File: config.mk
export PLATFORM = sky130hd
export DESIGN_NAME = modular_inverse
export DESIGN_NICKNAME = d
export VERILOG_FILES = /design/src/rtl/modinv_pkg.sv /design/src/rtl/modular_inverse.sv /design/src/rtl/modinv_div.sv
export SDC_FILE = /design/constraint.sdc
export NUM_CORES = 1
export LEC_CHECK = 0
export BUFFER_PORTS_ARGS = -buffer_cell sky130_fd_sc_hd__buf_2
export CAP_MARGIN = 20
export CELL_PAD_IN_SITES_DETAIL_PLACEMENT = 2
export CELL_PAD_IN_SITES_GLOBAL_PLACEMENT = 2
export CORE_MARGIN = 2
export CORE_UTILIZATION = 38
export CTS_CLUSTER_DIAMETER = 40
export CTS_CLUSTER_SIZE = 28
export DETAILED_ROUTE_END_ITERATION = 10
export GPL_ROUTABILITY_DRIVEN = 1
export PLACE_DENSITY = 0.83
export SYNTH_ARGS = -nofsm -noshare
export SYNTH_HDL_FRONTEND = slang
export SYNTH_SLANG_ARGS = --single-unit
File: constraint.sdc
create_clock -name clk -period 5.6 [get_ports clk]
set_input_delay 1.12 -clock clk [delete_from_list [all_inputs] [get_ports clk]]
set_output_delay 1.12 -clock clk [all_outputs]
set_load 0.01 [all_outputs]
File: src/rtl/modinv_pkg.sv
// Shared types and constants for the modular inverse block.
// No dependencies.
`default_nettype none

package modinv_pkg;

  // Width of every numeric port field
  localparam int FIELD_BITS = 32;

  typedef logic [FIELD_BITS-1:0] field_t;

  // Sequencer states
  typedef enum logic [2:0] {
    MI_IDLE,
    MI_REDUCE,
    MI_LOOP,
    MI_DIVIDE,
    MI_FINISH
  } mi_state_t;

endpackage

`default_nettype wire

File: src/rtl/modular_inverse.sv
// Modular inverse by the extended Euclidean algorithm. Each item is a value
// and a modulus; the result is the inverse of the value modulo the modulus in
// 0..modulus-1, with no_inverse set (and inverse 0) when the modulus is 0 or
// shares a factor with the value. A modulus of 1 gives 0 with no flag. One
// item is in work at a time. The first reduction and each Euclid step run
// through the shared bit-serial divider, whose width W is VALUE_BITS capped
// at 32; a last loop check and the output write follow. The longest-running
// inputs are consecutive Fibonacci numbers; a modulus of 0 or 1 skips the
// divider. A finished result waits in an output register while the next
// item is accepted.
// Depends on modinv_pkg and modinv_div.
`default_nettype none

module modular_inverse
  import modinv_pkg::*;
#(
  parameter int VALUE_BITS = 32
) (
  input  wire logic        clk,
  input  wire logic        rst_n,
  input  wire logic        in_valid,
  output logic             in_ready,
  input  wire logic [31:0] in_value,
  input  wire logic [31:0] in_modulus,
  output logic             out_valid,
  input  wire logic        out_ready,
  output logic [31:0]      out_inverse,
  output logic             out_no_inverse
);

  // Inputs wider than the port fields cannot occur
  localparam int W = (VALUE_BITS < FIELD_BITS) ? VALUE_BITS : FIELD_BITS;

  mi_state_t    state_r, state_nxt;

  logic [W-1:0] m_r;
  logic [W-1:0] r_prev_r;
  logic [W-1:0] r_r;
  logic [W-1:0] t_prev_r;
  logic [W-1:0] t_r;
  logic         neg_r;
  logic [W-1:0] res_inv_r;
  logic         res_none_r;

  logic         out_valid_r;
  field_t       out_inverse_r;
  logic         out_none_r;

  logic         div_start;
  logic [W-1:0] div_dividend;
  logic [W-1:0] div_divisor;
  logic [W-1:0] div_mult;
  logic         div_done;
  logic [W-1:0] div_rem;
  logic [W-1:0] div_prod;

  logic [W-1:0] in_a;
  logic [W-1:0] in_m;
  logic [W-1:0] mag;
  logic [W-1:0] fin_inv;
  logic         out_free;

  assign in_a     = in_value[W-1:0];
  assign in_m     = in_modulus[W-1:0];
  assign out_free = !out_valid_r || out_ready;

  // Final coefficient brought into 0..m-1
  always_comb begin
    mag     = (t_r == m_r) ? '0 : t_r;
    fin_inv = (neg_r && mag != '0) ? m_r - mag : mag;
  end

  modinv_div #(
    .W (W)
  ) u_div (
    .clk      (clk),
    .rst_n    (rst_n),
    .start    (div_start),
    .dividend (div_dividend),
    .divisor  (div_divisor),
    .mult     (div_mult),
    .done     (div_done),
    .rem      (div_rem),
    .prod     (div_prod)
  );

  // Sequencer: next state and divider requests
  always_comb begin
    state_nxt    = state_r;
    in_ready     = 1'b0;
    div_start    = 1'b0;
    div_dividend = r_prev_r;
    div_divisor  = r_r;
    div_mult     = t_r;
    unique case (state_r)
      MI_IDLE: begin
        in_ready     = 1'b1;
        div_dividend = in_a;
        div_divisor  = in_m;
        div_mult     = '0;
        if (in_valid) begin
          if (in_m == '0 || in_m == W'(1)) begin
            state_nxt = MI_FINISH;
          end else begin
            div_start = 1'b1;
            state_nxt = MI_REDUCE;
          end
        end
      end
      MI_REDUCE: begin
        if (div_done) state_nxt = MI_LOOP;
      end
      MI_LOOP: begin
        if (r_r > W'(1)) begin
          div_start = 1'b1;
          state_nxt = MI_DIVIDE;
        end else begin
          state_nxt = MI_FINISH;
        end
      end
      MI_DIVIDE: begin
        if (div_done) state_nxt = MI_LOOP;
      end
      MI_FINISH: begin
        if (out_free) state_nxt = MI_IDLE;
      end
      default: state_nxt = MI_IDLE;
    endcase
  end

  always_ff @(posedge clk) begin
    if (!rst_n) begin
      state_r <= MI_IDLE;
    end else begin
      state_r <= state_nxt;
    end
  end

  // Euclid registers and pending result
  always_ff @(posedge clk) begin
    case (state_r)
      MI_IDLE: begin
        m_r        <= in_m;
        res_inv_r  <= '0;
        res_none_r <= (in_m == '0);
      end
      MI_REDUCE: begin
        if (div_done) begin
          r_prev_r <= m_r;
          r_r      <= div_rem;
          t_prev_r <= '0;
          t_r      <= W'(1);
          neg_r    <= 1'b0;
        end
      end
      MI_LOOP: begin
        if (r_r == W'(1)) begin
          res_inv_r  <= fin_inv;
          res_none_r <= 1'b0;
        end else if (r_r == '0) begin
          res_inv_r  <= '0;
          res_none_r <= 1'b1;
        end
      end
      MI_DIVIDE: begin
        if (div_done) begin
          r_prev_r <= r_r;
          r_r      <= div_rem;
          t_prev_r <= t_r;
          t_r      <= t_prev_r + div_prod;
          neg_r    <= !neg_r;
        end
      end
      default: ;
    endcase
  end

  // Output register
  always_ff @(posedge clk) begin
    if (!rst_n) begin
      out_valid_r <= 1'b0;
    end else if (state_r == MI_FINISH && out_free) begin
      out_valid_r <= 1'b1;
    end else if (out_ready) begin
      out_valid_r <= 1'b0;
    end
  end

  always_ff @(posedge clk) begin
    if (state_r == MI_FINISH && out_free) begin
      out_inverse_r <= field_t'(res_inv_r);
      out_none_r    <= res_none_r;
    end
  end

  assign out_valid      = out_valid_r;
  assign out_inverse    = out_inverse_r;
  assign out_no_inverse = out_none_r;

endmodule

`default_nettype wire

File: src/rtl/modinv_div.sv
// Bit-serial restoring divider shared by all Euclid steps.
// Returns the remainder and quotient times a multiplicand; no dependencies.
`default_nettype none

module modinv_div #(
  parameter int W = 32
) (
  input  wire logic         clk,
  input  wire logic         rst_n,
  input  wire logic         start,
  input  wire logic [W-1:0] dividend,
  input  wire logic [W-1:0] divisor,
  input  wire logic [W-1:0] mult,
  output logic              done,
  output logic [W-1:0]      rem,
  output logic [W-1:0]      prod
);

  localparam int CW = $clog2(W);

  logic          busy_r, busy_nxt;
  logic          done_r, done_nxt;
  logic [CW-1:0] cnt_r;
  logic [W-1:0]  dvd_r;
  logic [W-1:0]  dvs_r;
  logic [W-1:0]  mul_r;
  logic [W-1:0]  rem_r;
  logic [W-1:0]  acc_r;

  logic [W:0]    rem_sh;
  logic          ge;
  logic [W:0]    rem_diff;
  logic [W-1:0]  rem_step;
  logic [W-1:0]  acc_step;

  // One quotient bit per cycle while busy; the product q*mult is built MSB first
  always_comb begin
    rem_sh   = {rem_r, dvd_r[W-1]};
    ge       = rem_sh >= {1'b0, dvs_r};
    rem_diff = rem_sh - {1'b0, dvs_r};
    rem_step = ge ? rem_diff[W-1:0] : rem_sh[W-1:0];
    acc_step = {acc_r[W-2:0], 1'b0} + (ge ? mul_r : '0);
  end

  // Control
  always_comb begin
    busy_nxt = busy_r;
    done_nxt = 1'b0;
    if (start) begin
      busy_nxt = 1'b1;
    end else if (busy_r && cnt_r == CW'(W - 1)) begin
      busy_nxt = 1'b0;
      done_nxt = 1'b1;
    end
  end

  always_ff @(posedge clk) begin
    if (!rst_n) begin
      busy_r <= 1'b0;
      done_r <= 1'b0;
      cnt_r  <= '0;
    end else begin
      busy_r <= busy_nxt;
      done_r <= done_nxt;
      if (start) begin
        cnt_r <= '0;
      end else if (busy_r) begin
        cnt_r <= cnt_r + CW'(1);
      end
    end
  end

  // Datapath
  always_ff @(posedge clk) begin
    if (start) begin
      dvd_r <= dividend;
      dvs_r <= divisor;
      mul_r <= mult;
      rem_r <= '0;
      acc_r <= '0;
    end else if (busy_r) begin
      dvd_r <= {dvd_r[W-2:0], 1'b0};
      rem_r <= rem_step;
      acc_r <= acc_step;
    end
  end

  assign done = done_r;
  assign rem  = rem_r;
  assign prod = acc_r;

endmodule

`default_nettype wire

; Word-level counts from Yosys, hierarchy flattened
; Index checks and enable logic that the tools add are counted.
[totals]
output_inout_bits = 35
input_bits = 68
reg_bits = 398
wordCells = 106
[op_classes]
add_sub_neg = 5
n_eq_ne = 14
n_lt_le_gt_ge = 2
n_reduce_logical = 22
n_bitwise = 1
muxes = 42
[op_table]
columns = operator, n
row1 = 32-bit 2-to-1 mux, 16
row2 = 32-bit one-hot mux with 2 select lines, 4
row3 = 32-bit adder, 2
row4 = 32-bit by 1-bit == test with 1-bit output (second input constant), 2
row5 = 32-bit logical NOT, 2
row6 = 32-bit subtractor, 2
row7 = 33-bit by 32-bit >= comparator with 1-bit output, 1
row8 = 32-bit == test, 1
row9 = 32-bit by 1-bit > comparator with 1-bit output (second input constant), 1
row10 = 32-bit nonzero test, 1
row11 = 3-bit 2-to-1 mux, 5
row12 = 1-bit 2-to-1 mux, 13
row13 = 3-bit one-hot mux with 4 select lines, 1
row14 = 2-bit nonzero test, 5
row15 = 3-bit by 2-bit == test with 1-bit output (second input constant), 2
row16 = 2-bit by 1-bit inequality test with 1-bit output (second input constant), 3
row17 = 1-bit one-hot mux with 2 select lines, 3
row18 = 3-bit AND reduction, 2
row19 = 5-bit by 1-bit adder with 5-bit output (second input constant), 1
row20 = 5-bit == test (second input constant), 1
row21 = 2-bit inequality test (second input constant), 2
row22 = 2-bit AND reduction, 2
row23 = 2-bit OR reduction, 2
row24 = 3-bit by 1-bit == test with 1-bit output (second input constant), 1
row25 = 7 further kinds, 11

; Longest topological paths before layout
[logic_depth]
depth_word = 7
ltp_mapped = 24

; By module
; From an unflattened synthesis, not the netlist that was laid out.
[hier_totals]
hier_cells = 2119
hier_area_um2 = 22602.9
[modules_own_cells]
columns = module, cells_each, instances, area_each_um2
row1 = modular_inverse, 1183, 1, 13081.3
row2 = modinv_div, 936, 1, 9521.6

; Worst setup path after synthesis
; OpenSTA, ideal clock, no wires.
[synth_path]
kind = reg-to-reg
start = reg u_div.dvs_r[1]
end = reg u_div.acc_r[29], in the netlist u_div.prod[29]
arrival_ps = 5360
stages_incl_launch_ff = 23
slack_ps = 110
setup_ps = 130
path_buffers = 2
synth_period_minus_slack_ps = 5490
path_cell_list = edfxtp_1 -> inv_1 -> ha_1 -> nor2b_1 -> o31a_1 -> o41a_1 -> o41ai_4 -> o21ai_1 -> o31ai_4 -> buf_6 -> clkbuf_1 -> nor2b_1 -> ha_1 -> fa_1 -> a211oi_1 -> nor2_1 -> o311ai_0 -> a21boi_0 -> o32ai_1 -> o21ai_0 -> a221oi_1 -> xor2_1 -> o22ai_1
[synth_between]
elab_chain_len = 3
[synth_lines]
columns = element, line_no
row1 = from (decl), modinv_div.sv:25  ; logic [W-1:0] dvs_r;
row2 = from (signal assigned), modinv_div.sv:77  ; dvs_r <= divisor;
row3 = 33-bit by 32-bit >= comparator with 1-bit output, modinv_div.sv:39  ; ge = rem_sh >= {1'b0, dvs_r};
row4 = 32-bit 2-to-1 mux, modinv_div.sv:42  ; acc_step = {acc_r[W-2:0], 1'b0} + (ge ? mul_r : '0);
row5 = 32-bit adder, modinv_div.sv:42
row6 = to (signal assigned), modinv_div.sv:84  ; acc_r <= acc_step;
row7 = to (decl), modinv_div.sv:28  ; logic [W-1:0] acc_r;
; No other way between the ends.
; A chain may end at the register's enable or synchronous reset.

; Worst setup path in the final report
[layout_path]
start = reg u_div.dvs_r[1]
end = reg u_div.acc_r[30], in the netlist u_div.prod[30]
; Same word-level chain as after synthesis.

==> results.py <==
metrics = {
    "global_routing": {
        "antenna_found_initial": 2,
        "grt_start_max_net_pins": 75,
        "grt_overflow": 0,
        "grt_pass1_wl_um": 135000,
        "grt_usage_pct": 30.0,
        "grt_pass1_vias": 20400,
    },
    "placement": {
        "dp_hpwl_um": 58400,
        "dp_slack_ps": -197,
        "gp_congestion": 0.948,
        "numPortBuffers": 102,
    },
    "floorplan": {
        "coreArea_um2": 57600,
        "start_util_pct": 38.4,
        "dieArea_um2": 60100,
        "dieHeight_um": 245,
        "num_rows": 88,
        "die_w_um": 245,
        "io_pins": 103,
    },
    "min_path": {
        "hold_path_class": "reg2reg",
        "whs_path_depth": 0,
        "worstHoldStart": "res_inv_r[28]",
        "holdPathEnd": "out_inverse[28]",
    },
    "clocking": {
        "cts.sink_count": 398,
        "tritoncts": "done",
        "numCtsBuffers": 78,
        "cts-hold-fix-buffers": 0,
        "root_buffer": "clkbuf_16",
        "cts.path.max_buffers": 3,
        "cts_max_level": 3,
        "clk-insertion-delay-late_ps": 650,
        "clk_pin_slew_worst_paths_ps": 60,
    },
    "timing": {
        "finalSetupViolCount": 0,
        "fmax_mhz": 180,
        "final_hold_viol_count": 0,
        "period_minus_slack_ps": 5550,
        "fin_tns_setup_ps": 0,
        "setup_ws_ps": 52.8,
        "slew_headroom_pct": 23.5,
        "skew_ps": 37.2,
        "worst_pin_slew_ps": 1150,
        "finalMaxSlewViolations": 0,
        "finalCritPeriodShare_pct": 99.1,
        "hold_slack_ps": 419,
    },
    "setup_path": {
        "r2r_end": "u_div.prod[30]",
        "cp_max_fo": 8,
        "arrival_ps": 6060,
        "r2r-start": "u_div.dvs_r[1]",
        "reg2reg_slack_ps": 50,
        "r2r_cells": 24,
        "critPathKind": "reg2reg",
        "worst_setup_path_start_kind": "flop",
        "crit_required_ps": 6120,
        "cp-end-kind": "flop",
    },
    "route": {
        "drt_pass1_iterations": 5,
        "drc": 0,
        "totalWireLength_um": 93300,
        "viasPerCell": 6.08,
        "drt-wirelength-per-cell_um": 30.3,
        "num_vias": 18700,
        "initialDrtViolationCount": 1506,
        "ant_nets": 0,
    },
    "yosys": {
        "synth_cell_type_count": 66,
        "seq_area_frac_synth_pct": 50.7,
        "synth-compound-area-share_pct": 13.9,
        "synth_top_family_by_area": "compound AO/OA/AOI/OAI gates",
        "async_flop_share_pct": 0,
        "synth_xor_area_share_pct": 5.31,
        "yosys.area_share.adder_pct": 7.50,
        "synth_seq_cells": 398,
        "synthFlopType": "edfxtp_1",
        "synth_simple_gate_area_share_pct": 13.8,
        "synth_top_area_share_pct": 43.9,
        "synth_edf_count": 323,
        "synth_common_cells": "edfxtp_1, nor2_1, a21oi_1",
        "synth_top_area_cell": "edfxtp_1",
        "synth_area_um2": 22100,
        "yosysMostFrequentCell": "edfxtp_1",
        "syn_nets": 2252,
        "muxShareOfSynthArea_pct": 6.22,
        "ys_warn_count": 0,
        "synthTopCellsByArea": "edfxtp_1, ha_1, dfxtp_1",
        "avgSynthCellArea_um2": 10.8,
        "netlist_instances": 2054,
    },
    "power_and_ir_drop": {
        "finalPower_mw": 10.7,
        "cellPowerDensity_nw_per_um2": 397,
        "leakagePower_nw": 11.0,
        "ir_drop_mv": 0.255,
    },
    "cells_and_area": {
        "ff_latch_area_um2": 11200,
        "area_delta_synth_final_pct": 22.3,
        "nets": 2446,
        "drive_above_1_share_pct": 19.9,
        "fillers": 5740,
        "final_util_pct": 46.9,
        "multi_input_area_um2": 10700,
    },
    "run_status": {
        "status": "finished clean",
    },
    "run": {
        "maxCapViolations": 0,
    },
}
## worst max-delay path by stage
stage	depth (start not counted)	slack, ps	from	endpoint
global route	24	-170	u_div.dvs_r[1]	u_div.prod[30]
detailed placement	23	-200	u_div.dvs_r[14]	u_div.prod[31]
finish	24	50	u_div.dvs_r[1]	u_div.prod[30]
CTS	25	20	u_div.dvs_r[1]	u_div.prod[31]
global placement	24	-0.02	u_div.dvs_r[1]	u_div.prod[31]
floorplan	22	110	u_div.dvs_r[1]	u_div.prod[29]
## logic make-up after synthesis
group,Yosys count
fa+ha+maj,130
flops,398
mux,129
simple gates,634
buf+inv,150
xor+xnor,134
compound gates,479
## layout make-up
cell class,instances,share of cell area (%)
clock inverter,55,2.17
inverter,70,0.972
tap,765,3.54
antenna,1,0.00926
multi-input combinational,1506,39.5
sequential,398,41.5
timing repair buffer,194,4.79
clock buffer,91,7.59
## metal layers
layer / share of wire [%] / vias up / global-route usage, %
met3: 5.2 / 291 / 4.35
met5: 0 / - / 0
li1: - / 7997 / -
met4: 5.4 / 0 / 15.6
met2: 50 / 753 / 52.2
met1: 40 / 9672 / 35.9
## flip-flops by register name, indices dropped and copies added, names as in the netlist, 3 cells and up
register     count
t_r             32
r_prev_r        32
u_div.rem       32
m_r             32
u_div.mul_r     32
out_inverse     32
r_r             32
res_inv_r       32
u_div.dvs_r     32
u_div.cnt_r      5
u_div.dvd_r     32
t_prev_r        32
u_div.prod      32
state_r          3
## through the flow
step | cells | cell area, um2
3_5_place_dp | 2906 | 23800
2_1_floorplan | 2054 | 22100
6_report | 3080 | 27000
4_1_cts | 3064 | 26600
3_3_place_gp | 2906 | 23800
5_1_grt | 3079 | 27000
## placed cells by master (no fill, tap or decap), types with 6 or more instances in the layout
cell type	n
a211oi_1	35
a21o_1	56
a21oi_1	167
a31oi_1	10
and2_1	6
and3_1	45
buf_2	102
buf_4	84
bufinv_16	7
clkbuf_1	8
clkbuf_16	78
clkinv_1	7
clkinv_2	14
dfxtp_1	73
edfxtp_1	323
ha_1	110
ha_2	7
ha_4	9
inv_1	69
inv_6	13
mux2_2	66
mux2i_1	63
nand2_1	127
nand2b_1	22
nand3_1	23
nand4_1	26
nor2_1	217
nor2b_1	77
nor3_1	23
nor3b_1	6
nor4_1	23
o211ai_1	12
o21a_1	22
o21ai_0	85
o21bai_1	17
or3_1	9
xnor2_1	91
xor2_1	43
## timing repair
item                       in CTS  in global routing
gates resized for setup        28                 47
setup endpoints to repair      15                 19
gates cloned                    1                  0
setup buffers                  11                 12
pin swaps                      18                 20
hold endpoints to repair        0                  0
## power breakdown
| part | leakage, nW | switching, mW | internal, mW |
|---|---|---|---|
| clock | 1.30 | 1.83 | 3.00 |
| sequential | 3.61 | 0.202 | 3.41 |
| combinational | 6.11 | 1.42 | 0.879 |
## worst max-delay path, stage by stage (launching register included)
cell and delay (ps):
edfxtp_1 430, inv_2 110, ha_4 200, nor2b_4 130, o31a_1 320, o41a_1 400
o41ai_4 290, o21ai_2 140, o31ai_4 190, buf_6 170, buf_8 110, buf_12 120
buf_6 150, buf_4 130, nor2b_1 50, ha_1 380, o21a_1 150, o21ai_0 160
nand2b_1 80, a21oi_1 520, nor3_4 120, o41ai_2 420, o21a_1 270, nor2_2 70
a2111oi_4 310
Note: power is estimated with default switching activity, not from simulation.
